## config.mk

```make
export PLATFORM = sky130hd
export DESIGN_NAME = frame_signal_statistics
export DESIGN_NICKNAME = d
export VERILOG_FILES = /design/src/rtl/fss_pkg.sv /design/src/rtl/fss_ctrl.sv /design/src/rtl/fss_datapath.sv /design/src/rtl/frame_signal_statistics.sv
export VERILOG_INCLUDE_DIRS = /design/src /design/src/rtl
export SDC_FILE = /design/constraint.sdc
export NUM_CORES = 1
export LEC_CHECK = 0
export BUFFER_PORTS_ARGS = -buffer_cell sky130_fd_sc_hd__buf_2
export CELL_PAD_IN_SITES_DETAIL_PLACEMENT = 2
export CELL_PAD_IN_SITES_GLOBAL_PLACEMENT = 2
export CORE_UTILIZATION = 38
export CTS_CLUSTER_SIZE = 24
export DETAILED_ROUTE_END_ITERATION = 16
export PLACE_DENSITY = 0.82
export SLEW_MARGIN = 10
export SYNTH_ARGS = -nofsm -noshare
export SYNTH_HDL_FRONTEND = slang
export SYNTH_SLANG_ARGS = --single-unit
```

## constraint.sdc

```tcl
create_clock -name i_clk -period 7.4 [get_ports i_clk]
set_input_delay 0.74 -clock i_clk [delete_from_list [all_inputs] [get_ports i_clk]]
set_output_delay 0.74 -clock i_clk [all_outputs]
set_load 0.03 [all_outputs]
```

## src/rtl/frame_signal_statistics_defines.svh

```systemverilog
// Assertion macros shared by the frame statistics blocks
// Depends on a clock i_clk and an active-low reset i_rst_n in the including module
`ifndef FRAME_SIGNAL_STATISTICS_DEFINES_SVH
`define FRAME_SIGNAL_STATISTICS_DEFINES_SVH
`ifndef SYNTHESIS
// checked at every edge outside reset
`define FSS_ASSERT(lbl, prop) \
    lbl: assert property (@(posedge i_clk) disable iff (!i_rst_n) prop) \
        else $error("%m: check failed");
// checked at every edge, reset included
`define FSS_ASSERT_RST(lbl, prop) \
    lbl: assert property (@(posedge i_clk) prop) \
        else $error("%m: reset check failed");
`else
`define FSS_ASSERT(lbl, prop)
`define FSS_ASSERT_RST(lbl, prop)
`endif
`endif

```

## src/rtl/fss_pkg.sv

```systemverilog
// Shared types and defaults for the frame statistics block
// No dependencies; used by fss_ctrl, fss_datapath and the top level
`timescale 1ns / 1ps

package fss_pkg;

    localparam int SAMPLE_WIDTH_DEF = 16;
    localparam int MAX_FRAME_DEF    = 4096;

    // controller to datapath commands
    typedef struct packed {
        logic take;      // sample accepted this cycle
        logic close;     // accepted sample ends the frame
        logic div_load;  // start the power division
        logic div_step;  // one quotient bit
        logic out_load;  // move the finished result to the output register
    } t_cmd;

    // datapath to controller status
    typedef struct packed {
        logic at_limit;  // next sample reaches the frame length limit
        logic div_done;  // all quotient bits produced
    } t_status;

endpackage

```

## src/rtl/fss_ctrl.sv

```systemverilog
// Controller for the frame statistics block: handshakes and division sequencing
// Depends on fss_pkg and frame_signal_statistics_defines.svh
`timescale 1ns / 1ps
`include "frame_signal_statistics_defines.svh"

module fss_ctrl (
    input  logic             i_clk,
    input  logic             i_rst_n,
    input  logic             i_in_valid,
    input  logic             i_last_sample,
    output logic             o_in_ready,
    output logic             o_out_valid,
    input  logic             i_out_ready,
    input  fss_pkg::t_status i_status,
    output fss_pkg::t_cmd    o_cmd
);

    typedef enum logic [1:0] {
        S_IDLE,
        S_PRIME,
        S_DIV,
        S_WAIT
    } t_state;

    t_state r_state, n_state;
    logic   r_out_valid, n_out_valid;
    logic   closes;
    logic   out_free;
    logic   result_ready;

    // a closing item needs the divider free
    assign closes     = i_last_sample | i_status.at_limit;
    assign o_in_ready = !closes || (r_state == S_IDLE);
    assign out_free   = !r_out_valid || i_out_ready;
    assign result_ready = ((r_state == S_DIV) && i_status.div_done) || (r_state == S_WAIT);

    // commands
    always_comb begin
        o_cmd          = '0;
        o_cmd.take     = i_in_valid && o_in_ready;
        o_cmd.close    = i_in_valid && o_in_ready && closes;
        o_cmd.div_load = (r_state == S_PRIME);
        o_cmd.div_step = (r_state == S_DIV) && !i_status.div_done;
        o_cmd.out_load = result_ready && out_free;
    end

    // next state
    always_comb begin
        n_state = r_state;
        case (r_state)
            S_IDLE: begin
                if (o_cmd.close) begin
                    n_state = S_PRIME;
                end
            end
            S_PRIME: begin
                n_state = S_DIV;
            end
            S_DIV: begin
                if (i_status.div_done) begin
                    n_state = out_free ? S_IDLE : S_WAIT;
                end
            end
            S_WAIT: begin
                if (out_free) begin
                    n_state = S_IDLE;
                end
            end
            default: begin
                n_state = S_IDLE;
            end
        endcase
    end

    // output valid flag
    always_comb begin
        n_out_valid = r_out_valid;
        if (o_cmd.out_load) begin
            n_out_valid = 1'b1;
        end else if (r_out_valid && i_out_ready) begin
            n_out_valid = 1'b0;
        end
    end

    // state and registered outputs
    always_ff @(posedge i_clk) begin
        if (!i_rst_n) begin
            r_state     <= S_IDLE;
            r_out_valid <= 1'b0;
        end else begin
            r_state     <= n_state;
            r_out_valid <= n_out_valid;
        end
    end

    assign o_out_valid = r_out_valid;

    // checks
    `FSS_ASSERT(a_load_when_free, o_cmd.out_load |-> (!r_out_valid || i_out_ready))
    `FSS_ASSERT(a_close_primes, o_cmd.close |=> (r_state == S_PRIME))
    `FSS_ASSERT_RST(a_rst_no_result, !i_rst_n |=> !o_out_valid)

endmodule

```

## src/rtl/fss_datapath.sv

```systemverilog
// Datapath for the frame statistics block: running values, square pipeline,
// serial restoring divider for power and the output register; uses fss_pkg
`timescale 1ns / 1ps
`include "frame_signal_statistics_defines.svh"

module fss_datapath #(
    parameter int SAMPLE_WIDTH = fss_pkg::SAMPLE_WIDTH_DEF,
    parameter int MAX_FRAME    = fss_pkg::MAX_FRAME_DEF,
    parameter int COUNT_W      = $clog2(MAX_FRAME + 1),
    parameter int ENERGY_W     = 2 * SAMPLE_WIDTH - 2 + COUNT_W,
    parameter int POWER_W      = 2 * SAMPLE_WIDTH - 1
) (
    input  logic                           i_clk,
    input  logic                           i_rst_n,
    input  fss_pkg::t_cmd                  i_cmd,
    output fss_pkg::t_status               o_status,
    input  logic signed [SAMPLE_WIDTH-1:0] i_sample,
    output logic        [COUNT_W-1:0]      o_leading_zeros,
    output logic        [COUNT_W-1:0]      o_sample_count,
    output logic signed [SAMPLE_WIDTH-1:0] o_peak_max,
    output logic signed [SAMPLE_WIDTH-1:0] o_peak_min,
    output logic        [ENERGY_W-1:0]     o_energy,
    output logic        [POWER_W-1:0]      o_power
);

    localparam int SQ_W   = 2 * SAMPLE_WIDTH - 1;
    localparam int STEP_W = $clog2(ENERGY_W + 1);

    // running frame state
    logic        [COUNT_W-1:0]      r_count;
    logic                           r_still;
    logic        [COUNT_W-1:0]      r_zero_run;
    logic signed [SAMPLE_WIDTH-1:0] r_max;
    logic signed [SAMPLE_WIDTH-1:0] r_min;
    logic        [ENERGY_W-1:0]     r_energy;
    logic        [SQ_W-1:0]         r_sq;
    logic                           r_sq_valid;

    // frame snapshot taken at close; energy is taken at division load
    logic        [COUNT_W-1:0]      r_snap_lead;
    logic        [COUNT_W-1:0]      r_snap_count;
    logic signed [SAMPLE_WIDTH-1:0] r_snap_max;
    logic signed [SAMPLE_WIDTH-1:0] r_snap_min;
    logic        [ENERGY_W-1:0]     r_snap_energy;

    // divider
    logic [COUNT_W-1:0]  r_rem;
    logic [ENERGY_W-1:0] r_quo;
    logic [STEP_W-1:0]   r_step;

    logic                           first;
    logic                           is_zero;
    logic signed [SAMPLE_WIDTH-1:0] n_max;
    logic signed [SAMPLE_WIDTH-1:0] n_min;
    logic        [COUNT_W-1:0]      n_zero_run;
    logic                           n_still;
    logic        [COUNT_W-1:0]      count_inc;
    logic signed [2*SAMPLE_WIDTH-1:0] sq_full;
    logic        [ENERGY_W-1:0]     sq_term;
    logic        [ENERGY_W-1:0]     energy_sum;
    logic        [COUNT_W:0]        rem_sh;
    logic        [COUNT_W:0]        rem_diff;
    logic                           rem_ge;

    // per-sample updates
    assign first      = (r_count == '0);
    assign is_zero    = (i_sample == '0);
    assign n_max      = (first || (i_sample > r_max)) ? i_sample : r_max;
    assign n_min      = (first || (i_sample < r_min)) ? i_sample : r_min;
    assign n_still    = r_still && is_zero;
    assign n_zero_run = n_still ? (r_zero_run + 1'b1) : r_zero_run;
    assign count_inc  = r_count + 1'b1;
    assign sq_full    = i_sample * i_sample;

    // square is registered before accumulation
    assign sq_term    = r_sq_valid ? {{(ENERGY_W - SQ_W){1'b0}}, r_sq} : '0;
    assign energy_sum = r_energy + sq_term;

    // one restoring division step
    assign rem_sh   = {r_rem, r_quo[ENERGY_W-1]};
    assign rem_ge   = (rem_sh >= {1'b0, r_snap_count});
    assign rem_diff = rem_sh - {1'b0, r_snap_count};

    assign o_status.at_limit = (r_count == COUNT_W'(MAX_FRAME - 1));
    assign o_status.div_done = (r_step == STEP_W'(ENERGY_W));

    // control registers
    always_ff @(posedge i_clk) begin
        if (!i_rst_n) begin
            r_count    <= '0;
            r_still    <= 1'b1;
            r_zero_run <= '0;
            r_energy   <= '0;
            r_sq_valid <= 1'b0;
            r_step     <= STEP_W'(ENERGY_W);
        end else begin
            r_sq_valid <= i_cmd.take;
            if (i_cmd.take) begin
                if (i_cmd.close) begin
                    r_count    <= '0;
                    r_still    <= 1'b1;
                    r_zero_run <= '0;
                end else begin
                    r_count    <= count_inc;
                    r_still    <= n_still;
                    r_zero_run <= n_zero_run;
                end
            end
            if (i_cmd.div_load) begin
                r_energy <= '0;
            end else begin
                r_energy <= energy_sum;
            end
            if (i_cmd.div_load) begin
                r_step <= '0;
            end else if (i_cmd.div_step) begin
                r_step <= r_step + 1'b1;
            end
        end
    end

    // payload registers
    always_ff @(posedge i_clk) begin
        if (i_cmd.take) begin
            r_sq  <= sq_full[SQ_W-1:0];
            r_max <= n_max;
            r_min <= n_min;
        end
        if (i_cmd.close) begin
            r_snap_lead  <= n_zero_run;
            r_snap_count <= count_inc;
            r_snap_max   <= n_max;
            r_snap_min   <= n_min;
        end
        if (i_cmd.div_load) begin
            r_snap_energy <= energy_sum;
            r_quo         <= energy_sum;
            r_rem         <= '0;
        end else if (i_cmd.div_step) begin
            r_quo <= {r_quo[ENERGY_W-2:0], rem_ge};
            r_rem <= rem_ge ? rem_diff[COUNT_W-1:0] : rem_sh[COUNT_W-1:0];
        end
        if (i_cmd.out_load) begin
            o_leading_zeros <= r_snap_lead;
            o_sample_count  <= r_snap_count;
            o_peak_max      <= r_snap_max;
            o_peak_min      <= r_snap_min;
            o_energy        <= r_snap_energy;
            o_power         <= r_quo[POWER_W-1:0];
        end
    end

    // checks
    `FSS_ASSERT(a_count_bound, r_count <= COUNT_W'(MAX_FRAME - 1))
    `FSS_ASSERT(a_step_bound, r_step <= STEP_W'(ENERGY_W))

endmodule

```

## src/rtl/frame_signal_statistics.sv

```systemverilog
// Frame statistics: leading zeros, count, peaks, energy and power per frame.
// Samples are taken one per cycle while o_in_ready is high; after a frame's last sample
// the result passes the divider load, the bit-serial divider and the output register.
// A closing sample waits while the previous frame's division or result is pending,
// so a frame cannot close before that division is through. Synchronous active-low
// reset clears the count, zero run and energy; no result is pending after it.
`timescale 1ns / 1ps

module frame_signal_statistics #(
    parameter int SAMPLE_WIDTH = fss_pkg::SAMPLE_WIDTH_DEF,
    parameter int MAX_FRAME    = fss_pkg::MAX_FRAME_DEF,
    parameter int COUNT_W      = $clog2(MAX_FRAME + 1),
    parameter int ENERGY_W     = 2 * SAMPLE_WIDTH - 2 + COUNT_W,
    parameter int POWER_W      = 2 * SAMPLE_WIDTH - 1
) (
    input  logic                           i_clk,
    input  logic                           i_rst_n,
    input  logic                           i_in_valid,
    output logic                           o_in_ready,
    input  logic signed [SAMPLE_WIDTH-1:0] i_sample,
    input  logic                           i_last_sample,
    output logic                           o_out_valid,
    input  logic                           i_out_ready,
    output logic        [COUNT_W-1:0]      o_leading_zeros,
    output logic        [COUNT_W-1:0]      o_sample_count,
    output logic signed [SAMPLE_WIDTH-1:0] o_peak_max,
    output logic signed [SAMPLE_WIDTH-1:0] o_peak_min,
    output logic        [ENERGY_W-1:0]     o_energy,
    output logic        [POWER_W-1:0]      o_power
);

    fss_pkg::t_cmd    cmd;
    fss_pkg::t_status status;

    // handshakes and sequencing
    fss_ctrl u_ctrl (
        .i_clk         (i_clk),
        .i_rst_n       (i_rst_n),
        .i_in_valid    (i_in_valid),
        .i_last_sample (i_last_sample),
        .o_in_ready    (o_in_ready),
        .o_out_valid   (o_out_valid),
        .i_out_ready   (i_out_ready),
        .i_status      (status),
        .o_cmd         (cmd)
    );

    // statistics and division
    fss_datapath #(
        .SAMPLE_WIDTH (SAMPLE_WIDTH),
        .MAX_FRAME    (MAX_FRAME),
        .COUNT_W      (COUNT_W),
        .ENERGY_W     (ENERGY_W),
        .POWER_W      (POWER_W)
    ) u_datapath (
        .i_clk           (i_clk),
        .i_rst_n         (i_rst_n),
        .i_cmd           (cmd),
        .o_status        (status),
        .i_sample        (i_sample),
        .o_leading_zeros (o_leading_zeros),
        .o_sample_count  (o_sample_count),
        .o_peak_max      (o_peak_max),
        .o_peak_min      (o_peak_min),
        .o_energy        (o_energy),
        .o_power         (o_power)
    );

endmodule

```

==> impl_metrics.csv <==
group,metric,value,unit
outcome,status,"finished clean",
synthesis,synth_area,26800,um2
synthesis,yosys_warnings,0,
power_and_ir_drop,p_int,0.00788,W
synthesis,avgSynthCellArea,11.3,um2
clock_tree,clkSlewWorstSetupHoldPaths,0.06,ns
clock_tree,worstSkewPairLatency,0.60,ns
synthesis,ys_types,76,
route,ant_nets,0,
layout,regArea,12000,um2
sta,drv_slew,0,
critical_path,worstPathArrival,7.33,ns
power_and_ir_drop,p_switching,0.00620,W
sta,worst_pin_slew,1.15,ns
clock_tree,cts_tree,"built",
critical_path,cp_max_fo,10,
synthesis,synth.top_cell.area_share,37.8,%
critical_path,worstSetupEndpointType,"register",
power_and_ir_drop,p_comb_share,59.6,%
layout,mostFrequentLayoutCell,"inv_1",
power_and_ir_drop,power_frac_seq,23.4,%
critical_path,cp-start-kind,"input port",
synthesis,synthCells,2368,
critical_path,worstReg2RegStart,"u_datapath.r_sq_valid",
layout,area_delta_synth_final,13.2,%
layout,nNetsFinal,2954,
route,drt_iter0_drc,846,
synthesis,synth-edff-count,338,
synthesis,synth_seq_cells,431,
global_route,grt_pass1_vias,21100,
clock_tree,post_cts_buffers,0,
global_route,grt_max_degree,79,
clock_tree,cts_buffers,47,
die,core,69900,um2
sta,finClkSkew,0.0281,ns
critical_path,cp-startpoint,"i_sample[3]",
route,num_vias,18100,
clock_tree,cts-hold-fix-buffers,0,
sta,min_period_over_period,93.1,%
synthesis,synthFlopType,"edfxtp_1",
sta,final_hold_viol_count,0,
die,ios,155,
critical_path,rrSetupSlack,3.41,ns
power_and_ir_drop,p_total,0.0141,W
sta,maxSlewHeadroom,23.4,%
placement,hpwl,62.9,mm
placement,place_congestion,0.875,
power_and_ir_drop,leakage,13.4,nW
power_and_ir_drop,power_density,464,nW/um2
die,start_util,38.4,%
placement,io_buffers,154,
sta,rsz0062_at_grt,"no",
layout,multi_input_area,12900,um2
route,vias_per_cell,5.14,
sta,setup_violations,0,
clock_tree,cts_buffer_depth,3,
critical_path,reg2reg_to,"u_datapath.r_quo[27]",
clock_tree,root_buffer,"clkbuf_16",
hold_path,hold_depth,0,
synthesis,async_flop_share,0,%
route,firstDrtPassIters,5,
placement,placedCellCount,3432,
die,die_h,268,um
flow_run,cap_violations,0,
sta,fmax,0.145,GHz
global_route,grt_usage,23.2,%
hold_path,worstHoldPathType,"register to register",
clock_tree,htree_levels,2,
critical_path,worst-r2r-cell-count,11,
hold_path,whs_endpoint,"u_datapath.o_energy[37]",
critical_path,path_class,"input port to register",
synthesis,syn-num-nets,2781,
synthesis,synthTopCellsByArea,"edfxtp_1, fa_1, ha_1",
sta,fin_crit,6.89,ns
clock_tree,numClockSinks,431,
layout,layout_common_cells,"inv_1, edfxtp_1, fa_1",
synthesis,synth_top_area_cell,"edfxtp_1",
power_and_ir_drop,peakVddDrop,467,uV
route,routed_wl,82.1,mm
layout,drive_gt1_share,12.7,%
layout,finalNonFillerCells,3521,
critical_path,crit_required,7.84,ns
synthesis,ys_seq_area_share,44.8,%
layout,nFillCells,7200,
global_route,grt_pass1_wl,126,mm
die,die_area,71700,um2
global_route,antenna_found_initial,3,
route,wl_per_cell,23.3,um
clock_tree,cts_resized,0,
route,drc,0,
global_route,grt_overflow_total,0,
power_and_ir_drop,swShare,44.0,%
hold_path,hp-start,"u_datapath.r_snap_energy[37]",
die,num_rows,97,
power_and_ir_drop,pwr-share-clk,16.9,%
die,die_w,268,um
power groups by stage:
stage                     clock network (W)  logic, W  registers, W
after CTS                           0.00243   0.00846       0.00330
after floorplan                           0   0.00581       0.00337
final                               0.00239   0.00840       0.00330
after detailed placement                  0   0.00835       0.00335
after global placement                    0   0.00758       0.00333
after global routing                0.00251   0.00934       0.00331
cell families after synthesis:
logic type                 count (synthesis)  share of synthesized area (%)
muxes                                     46                           1.82
xor gates and xnor gates                 112                           3.68
DFF                                      431                           44.8
AOI/OAI and AO/OA                        305                           7.31
buffers and inverters                    515                           7.32
adders and majority gates                392                           24.7
and+or+nand+nor                          567                           10.4
flip-flops by register name, indices dropped and copies added (netlist names), 2 cells and up:
register and cells:
u_datapath.o_leading_zeros 13, u_datapath.r_rem 13, u_datapath.o_sample_count 13, u_datapath.r_snap_min 16, u_datapath.o_peak_max 16, u_datapath.r_min 16
u_datapath.r_max 16, u_datapath.o_energy 43, u_datapath.r_sq 30, u_datapath.r_snap_lead 13, u_ctrl.r_state 2, u_datapath.r_snap_energy 43
u_datapath.r_zero_run 13, u_datapath.r_quo 43, u_datapath.r_snap_max 16, u_datapath.r_count 13, u_datapath.r_step 6, u_datapath.r_energy 43
u_datapath.r_snap_count 13, u_datapath.o_power 31, u_datapath.o_peak_min 16
how the worst max path moves through the flow:
stage / endpoint / cells after the start
floorplan: u_datapath.o_energy[0] / 4
global placement: u_datapath.r_sq[30] / 23
detailed placement: u_datapath.r_sq[30] / 24
CTS: u_datapath.r_sq[30] / 23
global route: u_datapath.r_sq[30] / 24
finish: u_datapath.r_sq[30] / 23
stage by stage:
step           worst slack, ns  setup TNS (ns)  util, %  cell area, um2  hold slack, ns
2_1_floorplan            0.394               0        -           26800           0.400
3_3_place_gp             0.190               0     41.2           28800           0.406
3_5_place_dp           -0.0173         -0.0173     41.2           28800           0.405
4_1_cts                  0.594               0     43.4           30400           0.411
5_1_grt                  0.252               0     43.4           30400           0.427
6_report                 0.512               0     43.4           30400           0.413
layer usage:
layer | track usage [%] | wire length [um]
met1 | 27.9 | 33200
met2 | 42.6 | 43100
met3 | 3.22 | 3430
met4 | 7.31 | 2450
met5 | 0 | 0
cells in the mapped netlist (4+ instances only):
| master | instances |
|---|---|
| fa_1 | 231 |
| o21ai_0 | 90 |
| clkinv_1 | 4 |
| and3_1 | 20 |
| o211a_1 | 4 |
| nor3b_1 | 4 |
| nand3b_1 | 4 |
| nor4_1 | 5 |
| nand3_1 | 28 |
| o211ai_1 | 6 |
| nor2_1 | 153 |
| a21o_1 | 28 |
| o21ai_1 | 7 |
| o21a_1 | 10 |
| xnor2_1 | 71 |
| a31oi_1 | 7 |
| or3_1 | 8 |
| mux2_2 | 23 |
| edfxtp_1 | 338 |
| nor2b_1 | 20 |
| nand2_1 | 172 |
| nor3_1 | 18 |
| a22oi_1 | 22 |
| and2_1 | 81 |
| o31ai_1 | 4 |
| o21bai_1 | 5 |
| a211oi_1 | 8 |
| inv_1 | 443 |
| a21oi_1 | 72 |
| ha_1 | 161 |
| clkbuf_1 | 56 |
| or2_2 | 6 |
| xor2_1 | 40 |
| nand2b_1 | 16 |
| nand4_1 | 15 |
| nor4b_1 | 4 |
| a21boi_0 | 5 |
| buf_2 | 7 |
| mux2i_1 | 23 |
| o22ai_1 | 6 |
| dfxtp_1 | 93 |
cell type report:
cell class                      instances  share of cell area [%]
Clock buffer                           65                    4.50
Antenna cell                            1                 0.00824
Sequential cell                       431                    39.6
Multi-Input combinational cell       1422                    42.4
Tap cell                              940                    3.87
Inverter                              449                    5.55
Timing Repair Buffer                  190                    3.47
Clock inverter                         23                   0.647
critical path, cell delays in order:
cell and delay [ns]:
buf_2 0.25, clkinv_1 0.32, nor2_1 0.37, ha_1 0.34, xor2_1 0.19, fa_1 0.40
fa_1 0.43, fa_1 0.55, inv_1 0.05, fa_1 0.48, inv_1 0.06, fa_1 0.52
inv_1 0.04, ha_1 0.39, a21oi_1 0.28, o21ai_0 0.22, a221o_1 0.43, a21oi_1 0.19
a21oi_1 0.15, o311a_1 0.39, o21ai_0 0.24, a21oi_1 0.11, a31oi_1 0.15
No activity file was read; power rests on OpenSTA's default activity.
